**src/assert_macros.svh**
```systemverilog
// Assertion helpers shared by the RTL.
`ifndef ASSERT_MACROS_SVH
`define ASSERT_MACROS_SVH

// Condition that must hold at every clock edge outside reset
`define ASSERT_ALWAYS(lbl, cond, clk_sig, rst_sig) \
  lbl: assert property (@(posedge clk_sig) disable iff (rst_sig) (cond)) \
    else $error("assertion failed");

// Antecedent in one cycle implies consequent in the next
`define ASSERT_NEXT(lbl, ante, cons, clk_sig, rst_sig) \
  lbl: assert property (@(posedge clk_sig) disable iff (rst_sig) (ante) |=> (cons)) \
    else $error("assertion failed");

`endif

```
**src/ledps_pkg.sv**
```systemverilog
package ledps_pkg;

  // Item kinds
  localparam logic [1:0] MODE_TIME  = 2'd0;
  localparam logic [1:0] MODE_PAT   = 2'd1;
  localparam logic [1:0] MODE_LEVEL = 2'd2;

  // Pattern codes
  localparam logic [2:0] PAT_ON     = 3'd0;
  localparam logic [2:0] PAT_OFF    = 3'd1;
  localparam logic [2:0] PAT_BLINK  = 3'd2;
  localparam logic [2:0] PAT_SOS    = 3'd3;
  localparam logic [2:0] PAT_BEACON = 3'd4;

  localparam logic [4:0]  SOS_STEPS     = 5'd18;
  localparam logic [3:0]  BEACON_LIMIT  = 4'd12;
  localparam logic [19:0] BEACON_US     = 20'd80000;
  localparam logic [25:0] MIN_BLINK_US  = 26'd50000;
  localparam logic [25:0] US_PER_MS     = 26'd1000;
  localparam logic [15:0] BLINK_MS_RST  = 16'd500;
  localparam logic [25:0] BLINK_US_RST  = 26'd500000;

  // Register map (byte address bit 2 selects the register slot)
  localparam logic REG_BLINK_INTERVAL = 1'b0;

  typedef struct packed {
    logic [1:0]  mode;
    logic [63:0] now_us;
    logic [2:0]  new_pattern;
    logic        new_level;
  } in_t;

  typedef struct packed {
    logic       led_level;
    logic [2:0] active_pattern;
  } out_t;

  typedef struct packed {
    logic [2:0]  pattern;
    logic        level;
    logic [63:0] last_step_time;
    logic [4:0]  sos_position;
    logic [3:0]  beacon_toggles;
  } state_t;

  // SOS hold time of each step, in microseconds
  function automatic logic [19:0] sos_hold_us(input logic [4:0] pos);
    logic [19:0] h;
    unique case (pos)
      5'd5, 5'd11:          h = 20'd300000;
      5'd6, 5'd8, 5'd10:    h = 20'd450000;
      5'd17:                h = 20'd1000000;
      default:              h = 20'd150000;
    endcase
    return h;
  endfunction

  // SOS level: on at even steps, off at odd steps
  function automatic logic sos_level(input logic [4:0] pos);
    return ~pos[0];
  endfunction

endpackage

```
**src/ledps_step.sv**
```systemverilog
// Next-state logic for one item: one 64-bit subtract and compare plus small updates.
module ledps_step (
  input  ledps_pkg::state_t st,
  input  ledps_pkg::in_t    item,
  input  logic [25:0]       blink_iv_us,
  output ledps_pkg::state_t st_next
);

  logic [63:0] elapsed;
  logic [4:0]  sos_pos;
  logic [4:0]  sos_pos_inc;
  logic [3:0]  toggles_inc;

  // Elapsed time wraps modulo 2^64
  assign elapsed     = item.now_us - st.last_step_time;
  assign sos_pos     = (st.sos_position < ledps_pkg::SOS_STEPS) ? st.sos_position : 5'd0;
  assign sos_pos_inc = (sos_pos + 5'd1 >= ledps_pkg::SOS_STEPS) ? 5'd0 : sos_pos + 5'd1;
  assign toggles_inc = st.beacon_toggles + 4'd1;

  always_comb begin
    st_next = st;
    unique case (item.mode)
      ledps_pkg::MODE_TIME: begin
        unique case (st.pattern)
          ledps_pkg::PAT_ON:  st_next.level = 1'b1;
          ledps_pkg::PAT_OFF: st_next.level = 1'b0;
          ledps_pkg::PAT_BLINK: begin
            if (elapsed >= 64'(blink_iv_us)) begin
              st_next.last_step_time = item.now_us;
              st_next.level          = ~st.level;
            end
          end
          ledps_pkg::PAT_SOS: begin
            if (elapsed >= 64'(ledps_pkg::sos_hold_us(sos_pos))) begin
              st_next.last_step_time = item.now_us;
              st_next.sos_position   = sos_pos_inc;
              st_next.level          = ledps_pkg::sos_level(sos_pos_inc);
            end
          end
          ledps_pkg::PAT_BEACON: begin
            if (elapsed >= 64'(ledps_pkg::BEACON_US)) begin
              st_next.last_step_time = item.now_us;
              st_next.level          = ~st.level;
              // fall back to blink after the last toggle
              if (toggles_inc >= ledps_pkg::BEACON_LIMIT) begin
                st_next.beacon_toggles = 4'd0;
                st_next.pattern        = ledps_pkg::PAT_BLINK;
              end else begin
                st_next.beacon_toggles = toggles_inc;
              end
            end
          end
          default: ;
        endcase
      end
      ledps_pkg::MODE_PAT: begin
        if (item.new_pattern <= ledps_pkg::PAT_BEACON) st_next.pattern = item.new_pattern;
      end
      ledps_pkg::MODE_LEVEL: st_next.level = item.new_level;
      default: ;
    endcase
  end

endmodule

```
**src/led_pattern_sequencer_unit.sv**
```systemverilog
// LED pattern sequencer. Takes one item per clock cycle (time sample, pattern
// write or level write) while the result channel is not stalled, and returns
// one result beat per item, giving the LED level and the active pattern after
// that item. An input register feeds a result register; a stalled result holds
// the input register, and a new input beat enters only while it is empty or
// its item moves on. The state update is a 64-bit elapsed-time subtract and
// compare. The blink half period is written at APB byte address 0 in
// milliseconds; its microsecond threshold (floored to 50 ms) is worked out
// when the register is written. There is no memory and no start-up pass.
`include "assert_macros.svh"

module led_pattern_sequencer_unit (
  input  logic               clk,
  input  logic               rst,
  // input channel
  input  logic               in_valid,
  output logic               in_ready,
  input  ledps_pkg::in_t     in_data,
  // result channel
  output logic               out_valid,
  input  logic               out_ready,
  output ledps_pkg::out_t    out_data,
  // configuration port
  input  logic               psel,
  input  logic               penable,
  input  logic               pwrite,
  input  logic [2:0]         paddr,
  input  logic [31:0]        pwdata,
  output logic [31:0]        prdata,
  output logic               pready
);

  logic              s1_valid;
  ledps_pkg::in_t    s1_item;
  ledps_pkg::state_t st;
  ledps_pkg::state_t st_next;
  logic [15:0]       blink_interval_ms;
  logic [25:0]       blink_iv_us;
  logic [25:0]       blink_iv_us_next;
  logic              move;
  logic              cfg_wr;

  // Item moves from the input register into the result register
  assign move     = s1_valid && (!out_valid || out_ready);
  assign in_ready = !s1_valid || move;

  // Configuration port
  assign pready = 1'b1;
  assign cfg_wr = psel && penable && pwrite && (paddr[2] == ledps_pkg::REG_BLINK_INTERVAL);
  assign prdata = (paddr[2] == ledps_pkg::REG_BLINK_INTERVAL) ? 32'(blink_interval_ms) : 32'd0;

  always_comb begin
    blink_iv_us_next = 26'(pwdata[15:0]) * ledps_pkg::US_PER_MS;
    if (blink_iv_us_next < ledps_pkg::MIN_BLINK_US) blink_iv_us_next = ledps_pkg::MIN_BLINK_US;
  end

  ledps_step u_step (
    .st          (st),
    .item        (s1_item),
    .blink_iv_us (blink_iv_us),
    .st_next     (st_next)
  );

  // Control and sequencer state
  always_ff @(posedge clk) begin
    if (rst) begin
      s1_valid          <= 1'b0;
      out_valid         <= 1'b0;
      blink_interval_ms <= ledps_pkg::BLINK_MS_RST;
      blink_iv_us       <= ledps_pkg::BLINK_US_RST;
      st.pattern        <= ledps_pkg::PAT_BLINK;
      st.level          <= 1'b1;
      st.last_step_time <= 64'd0;
      st.sos_position   <= 5'd0;
      st.beacon_toggles <= 4'd0;
    end else begin
      if (in_ready) s1_valid <= in_valid;
      if (move) begin
        st        <= st_next;
        out_valid <= 1'b1;
      end else if (out_ready) begin
        out_valid <= 1'b0;
      end
      if (cfg_wr) begin
        blink_interval_ms <= pwdata[15:0];
        blink_iv_us       <= blink_iv_us_next;
      end
    end
  end

  // Payload registers
  always_ff @(posedge clk) begin
    if (in_valid && in_ready) s1_item <= in_data;
    if (move) begin
      out_data.led_level      <= st_next.level;
      out_data.active_pattern <= st_next.pattern;
    end
  end

  `ASSERT_ALWAYS(a_pattern_legal, st.pattern <= ledps_pkg::PAT_BEACON, clk, rst)
  `ASSERT_ALWAYS(a_sos_pos_range, st.sos_position < ledps_pkg::SOS_STEPS, clk, rst)
  `ASSERT_ALWAYS(a_beacon_range, st.beacon_toggles < ledps_pkg::BEACON_LIMIT, clk, rst)
  `ASSERT_NEXT(a_move_gives_result, move, out_valid && out_data.active_pattern == st.pattern, clk, rst)

endmodule
```
**config.mk**
```make
export PLATFORM = sky130hd
export DESIGN_NAME = led_pattern_sequencer_unit
export DESIGN_NICKNAME = d
export VERILOG_FILES = /design/src/ledps_pkg.sv /design/src/ledps_step.sv /design/src/led_pattern_sequencer_unit.sv
export VERILOG_INCLUDE_DIRS = /design/src /design/src/src
export SDC_FILE = /design/constraint.sdc
export NUM_CORES = 1
export LEC_CHECK = 0
export BUFFER_PORTS_ARGS = -buffer_cell sky130_fd_sc_hd__buf_4
export CORE_MARGIN = 3
export CORE_UTILIZATION = 45
export CTS_CLUSTER_SIZE = 16
export DETAILED_ROUTE_END_ITERATION = 7
export PLACE_DENSITY = 0.66
export SLEW_MARGIN = 20
export SYNTH_ARGS = -nofsm -noshare
export SYNTH_HDL_FRONTEND = slang
export SYNTH_HIERARCHICAL = 1
export SYNTH_SLANG_ARGS = --single-unit
export TNS_END_PERCENT = 5
```
**constraint.sdc**
```tcl
create_clock -name clk -period 8.1 [get_ports clk]
set_clock_uncertainty 0.2 [all_clocks]
set_input_delay 1.62 -clock clk [delete_from_list [all_inputs] [get_ports clk]]
set_output_delay 1.62 -clock clk [all_outputs]
set_load 0.01 [all_outputs]
```
# [Yosys cells after proc, flatten, opt, wreduce, memory -nomap -nowiden]
# Index checks and enable logic that the tools add are counted.
[totals] out_inout_bits=39 word_cells=83 input_bits=112 ff_bits=195
[classes] mux=20 reduce_logical=18 eq_ne=15 n_addsub=3 magnitude_cmp=8 multipliers=1 n_bitwise=3
[ops] op="64-bit one-hot mux with 3 select lines" count=1
[ops] op="70-bit 2-to-1 mux" count=1
[ops] op="68-bit 2-to-1 mux" count=1
[ops] op="65-bit 2-to-1 mux" count=1
[ops] op="64-bit by 17-bit >= comparator with 1-bit output (second input constant)" count=1
[ops] op="64-bit by 20-bit >= comparator with 1-bit output" count=1
[ops] op="64-bit by 26-bit >= comparator with 1-bit output" count=1
[ops] op="64-bit subtractor" count=1
[ops] op="20-bit one-hot mux with 3 select lines" count=1
[ops] op="20-bit 2-to-1 mux" count=2
[ops] op="26-bit by 16-bit < comparator with 1-bit output (second input constant)" count=1
[ops] op="26-bit 2-to-1 mux" count=1
[ops] op="16-bit by 7-bit multiplier with 23-bit output (second input constant)" count=1
[ops] op="16-bit 2-to-1 mux" count=1
[ops] op="5-bit by 4-bit == test with 1-bit output (second input constant)" count=3
[ops] op="5-bit by 3-bit == test with 1-bit output (second input constant)" count=2
[ops] op="5-bit 2-to-1 mux" count=2
[ops] op="3-bit 2-to-1 mux" count=3
[ops] op="4-bit AND reduction" count=2
[ops] op="3-bit by 2-bit == test with 1-bit output (second input constant)" count=2
[ops] op="2-bit by 1-bit inequality test with 1-bit output (second input constant)" count=3
[ops] op="3-bit one-hot mux with 2 select lines" count=1
[ops] op="6-bit AND reduction" count=1
[ops] op="5-bit by 1-bit adder with 5-bit output (second input constant)" count=1
[ops] op="24 further kinds" count=33

# [Depth between registers and ports, before layout]
[logic_depth] depth_word=11 depth_mapped=26 depth_no_buf=24

# [Hierarchy]
# Netlist, hierarchy kept.
[by_module_without_submodules] module="led_pattern_sequencer_unit" n_inst=1 cells_each=935 seq_area_each_um2=4584.4 area_per_inst_um2=9457.8
[by_module_without_submodules] module="ledps_step" n_inst=1 cells_each=1141 seq_area_each_um2=0.0 area_per_inst_um2=8091.5

# [Worst setup path before layout]
# OpenSTA, ideal clock, no wires.
[synth_timing] path_type="input to register" start="input pwdata[10]" end="register blink_iv_us[7]" cell_stages=20 required_time_ns=7.783 n_path_buf=2 arrival_ns=6.124 setup_ns=0.117 path_slack_ns=1.658 cell_sequence="inv_1 -> fa_1 -> fa_1 -> inv_1 -> fa_1 -> inv_1 -> fa_1 -> inv_1 -> ha_1 -> buf_2 -> a21o_1 -> a31oi_1 -> nor2_1 -> a211oi_1 -> o311a_1 -> nor3_1 -> nor4_2 -> nand4b_2 -> buf_6 -> a32o_1"
[synth_between] elab_chain_len=3
[synth_rtl] element="from (decl)" line_no="led_pattern_sequencer_unit.sv:28" text="input logic [31:0] pwdata,"
[synth_rtl] element="16-bit by 7-bit multiplier with 23-bit output" line_no="led_pattern_sequencer_unit.sv:53" text="blink_iv_us_next = 26'(pwdata[15:0]) * ledps_pkg::US_PER_MS;"
[synth_rtl] element="26-bit by 16-bit < comparator with 1-bit output" line_no="led_pattern_sequencer_unit.sv:54" text="if (blink_iv_us_next < ledps_pkg::MIN_BLINK_US) blink_iv_us_next = ledps_pkg::MIN_BLINK_US;"
[synth_rtl] element="26-bit 2-to-1 mux" line_no="led_pattern_sequencer_unit.sv:54"
[synth_rtl] element="to (signal assigned)" line_no="led_pattern_sequencer_unit.sv:70" text="blink_iv_us <= ledps_pkg::BLINK_US_RST;"
[synth_rtl] element="to (signal assigned)" line_no="led_pattern_sequencer_unit.sv:86" text="blink_iv_us <= blink_iv_us_next;"
[synth_rtl] element="to (decl)" line_no="led_pattern_sequencer_unit.sv:38" text="logic [25:0] blink_iv_us;"
# No other way between the ends.
# A chain may end at the register's enable or synchronous reset.

# [Worst setup path in the final report]
[layout_timing] start="input pwdata[10]" end="register blink_iv_us[13]"
[layout_between] elab_chain_len=3
[layout_rtl] element="16-bit by 7-bit multiplier with 23-bit output *" line_no="led_pattern_sequencer_unit.sv:53"
[layout_rtl] element="26-bit by 16-bit < comparator with 1-bit output" line_no="led_pattern_sequencer_unit.sv:54"
[layout_rtl] element="26-bit 2-to-1 mux *" line_no="led_pattern_sequencer_unit.sv:54"
# Every way passes the cells marked *; elsewhere a longest branch is shown, timed or not.

==> impl_metrics.py <==
metrics = {
    "status": {
        "outcome": "completed",
    },
    "worst_setup_path": {
        "slowest_delay_ns": 0.52,
        "arrival_ns": 6.98,
        "worstPathRequired_ns": 8.26,
        "reg2reg_slack_ns": 1.92,
        "cp-start-kind": "input pin",
        "crit_chain": "buf_4, inv_1, fa_1, fa_1, inv_1, fa_1, inv_1, fa_1, inv_1, ha_1, a21o_1, a31oi_1, nor2_1, a211oi_1, o311a_1, nor3_1, nor4_2, nand4b_2, a221o_2",
        "cp-startpoint": "pwdata[10]",
        "reg2reg_depth": 25,
        "end_kind": "flip-flop",
        "rr_endpoint": "st[16]",
        "path_delay_family": "adder cells",
        "worst-setup-path-type": "input pin to flip-flop",
        "endpoint": "blink_iv_us[13]",
        "crit_cells": 19,
        "crit_fanout": 13,
        "slowest_stage": "fa_1",
        "rr_startpoint": "s1_item[4]",
        "path_buf_inv": 5,
    },
    "detailed_routing": {
        "drt_iter0_drc": 1000,
        "drt-total-wl_mm": 48.1,
        "via_per_inst": 5.68,
        "antenna_left": 0,
        "via_count": 15000,
        "wl_per_cell_um": 18.2,
        "drt_pass1_iterations": 6,
        "drc_errors": 0,
    },
    "cts": {
        "clockBufferDepth": 2,
        "path_clk_slew_ns": 0.08,
        "cts_setup_buffers": 0,
        "root_buffer": "clkbuf_16",
        "clkLatencyLatePin_ns": 0.48,
        "hold_buffers": 0,
        "cts_tree": "done",
        "cts_made_buffers": 17,
        "cts_max_level": 4,
        "ctsResizeCount": 0,
        "cts.sinks": 192,
    },
    "final_layout": {
        "num-fill-cells": 3681,
        "nNetsFinal": 2451,
        "syn_to_final_growth_pct": 8.75,
        "multi_input_area_um2": 11600,
        "drive_gt1_frac": 0.133,
        "seq_area_um2": 4580,
        "diodes": 0,
    },
    "sta": {
        "period_share": 0.841,
        "final_hold_viol_count": 0,
        "tightest_slew_ns": 1.18,
        "rsz0062_at_grt": "no",
        "relSlewSlack": 0.206,
        "whs_ns": 0.253,
        "fin_tns_setup_ns": 0,
        "period_needed_ns": 6.82,
        "setup_viol": 0,
        "worst_slack_ns": 1.28,
        "drv_slew": 0,
        "max_freq_mhz": 147,
    },
    "power_and_ir_drop": {
        "powerDensity_nw_per_um2": 199,
        "vdd_drop_max_mv": 0.184,
        "p_leak_nw": 7.73,
    },
    "grt": {
        "grt_pass1_wl_mm": 77.7,
        "grt_overflow": 0,
        "first_global_vias": 14500,
        "grt_max_degree": 82,
        "grt_usage": 0.232,
        "grt_antenna_before_repair": 2,
    },
    "hold_path": {
        "hold_class": "flip-flop to flip-flop",
        "min-delay-start": "blink_interval_ms[11]",
    },
    "floorplan": {
        "rows": 71,
        "core-area_um2": 38000,
        "fp.dieW_um": 203,
        "fp.dieH_um": 203,
        "ios": 151,
        "start_util": 0.462,
        "die_area_um2": 41400,
    },
    "synth": {
        "synth_top_area_cell": "dfxtp_1",
        "syn_inst": 2076,
        "ys.flop_type": "dfxtp_1",
        "synthArstFlopShare": 0,
        "synth.avg_cell_area_um2": 8.45,
        "yosysMostFrequentCell": "nand2_1",
        "synth_common_cells": "319 x nand2_1, 220 x a21oi_1, 199 x inv_1, 162 x ha_1, 118 x dfxtp_1",
        "yosysTopAreaCellShare": 0.135,
        "ys_seq_area_frac": 0.261,
        "synth_area_leaders": "dfxtp_1 13%, edfxtp_1 13%, ha_1 12%",
        "synth.distinct_cells": 109,
        "yosysWarnings": 6,
        "synth-seq-cells": 192,
        "synth_edf_count": 74,
        "netlist_area_um2": 17500,
    },
    "placement": {
        "dp_hpwl_mm": 37.3,
        "io_buffers": 115,
        "dp_slack_ns": 0.792,
        "gp_congestion": 0.938,
    },
    "flow_run": {
        "drv_cap": 0,
    },
}
sequential cells by signal, indices dropped and copies added, names as in the netlist:
name and flops:
blink_interval_ms 16, blink_iv_us 23, out_data 4, out_valid 1, s1_item 70, s1_valid 1, st 77
power by group:
group          leakage [nW]  total, mW  internal [mW]  switching (mW)
clock network         0.267      0.821          0.401           0.420
registers              1.68       1.08           1.05          0.0278
logic                  5.78       1.90          0.749            1.15
layout by cell type (no fill, tap or decap), types with 7 or more instances in the layout:
| cell | count |
|---|---|
| mux2_2 | 12 |
| xor2_1 | 26 |
| or3_1 | 14 |
| a21oi_2 | 9 |
| fa_1 | 55 |
| o31ai_1 | 9 |
| o21ai_0 | 85 |
| buf_4 | 122 |
| nand2b_1 | 20 |
| nor3_1 | 35 |
| ha_1 | 162 |
| nor3b_1 | 7 |
| edfxtp_1 | 74 |
| o22ai_1 | 7 |
| a31oi_1 | 11 |
| dfxtp_1 | 118 |
| nand2_1 | 319 |
| mux2i_1 | 11 |
| o211ai_1 | 25 |
| xnor2_1 | 27 |
| mux2_4 | 60 |
| a21oi_1 | 220 |
| and4_1 | 9 |
| clkbuf_16 | 17 |
| inv_1 | 199 |
| nor2b_1 | 29 |
| o21a_1 | 26 |
| and3_1 | 12 |
| nor4_1 | 13 |
| nand3_1 | 31 |
| a21o_1 | 22 |
| a211oi_1 | 17 |
| conb_1 | 20 |
| nor2_1 | 92 |
| o21ai_1 | 10 |
| nand4_1 | 55 |
| o2111ai_1 | 7 |
layout make-up:
cell class	instances	share of cell area
Sequential cell	192	0.240
Clock inverter	15	0.00662
Timing Repair Buffer	123	0.0490
Multi-Input combinational cell	1588	0.609
Inverter	200	0.0393
Tap cell	511	0.0335
Clock buffer	17	0.0223
layer usage:
| layer | routed length, µm | GRT usage | part of all wire |
|---|---|---|---|
| met3 | 2430 | 0.0372 | 0.050 |
| met4 | 586 | 0.0501 | 0.012 |
| met5 | 0 | 0 | 0 |
| met1 | 23400 | 0.335 | 0.49 |
| met2 | 21700 | 0.368 | 0.45 |
stage by stage:
| step | power (mW) | area (µm²) | cells | utilization |
|---|---|---|---|---|
| final | 3.80 | 19100 | 2646 | 0.502 |
| after global routing | 4.09 | 19100 | 2646 | 0.502 |
| after CTS | 3.81 | 19100 | 2646 | 0.502 |
| after detailed placement | 2.97 | 18500 | 2614 | 0.487 |
| after global placement | 2.93 | 18500 | 2614 | 0.487 |
| after floorplan | 2.54 | 17600 | 2094 | - |
worst min-delay path: cells and delay by family (launching register included):
kind	cells	cell delay [ns]
AO/OA/AOI/OAI	1	0.05
flip-flops	1	0.31
AND/OR/NAND/NOR	1	0.05
worst min-delay path by stage:
stage                            end  slack, ns  cells past startpoint
2_1_floorplan   blink_interval_ms[0]       0.23                      2
3_3_place_gp    blink_interval_ms[9]       0.24                      2
3_5_place_dp   blink_interval_ms[11]       0.24                      2
4_1_cts        blink_interval_ms[11]       0.25                      2
5_1_grt        blink_interval_ms[12]       0.29                      2
6_report       blink_interval_ms[11]       0.25                      2
kinds of logic after synthesis:
kind of cell / after synthesis / share of synthesized area
compound gates: 535 / 0.200
xor+xnor: 53 / 0.0265
other cells: 2 / 0.000428
fa+ha+maj: 217 / 0.178
mux: 83 / 0.0653
simple gates: 680 / 0.187
buf+inv: 314 / 0.0808
flops: 192 / 0.261
Note: power is estimated with default switching activity, not from simulation.
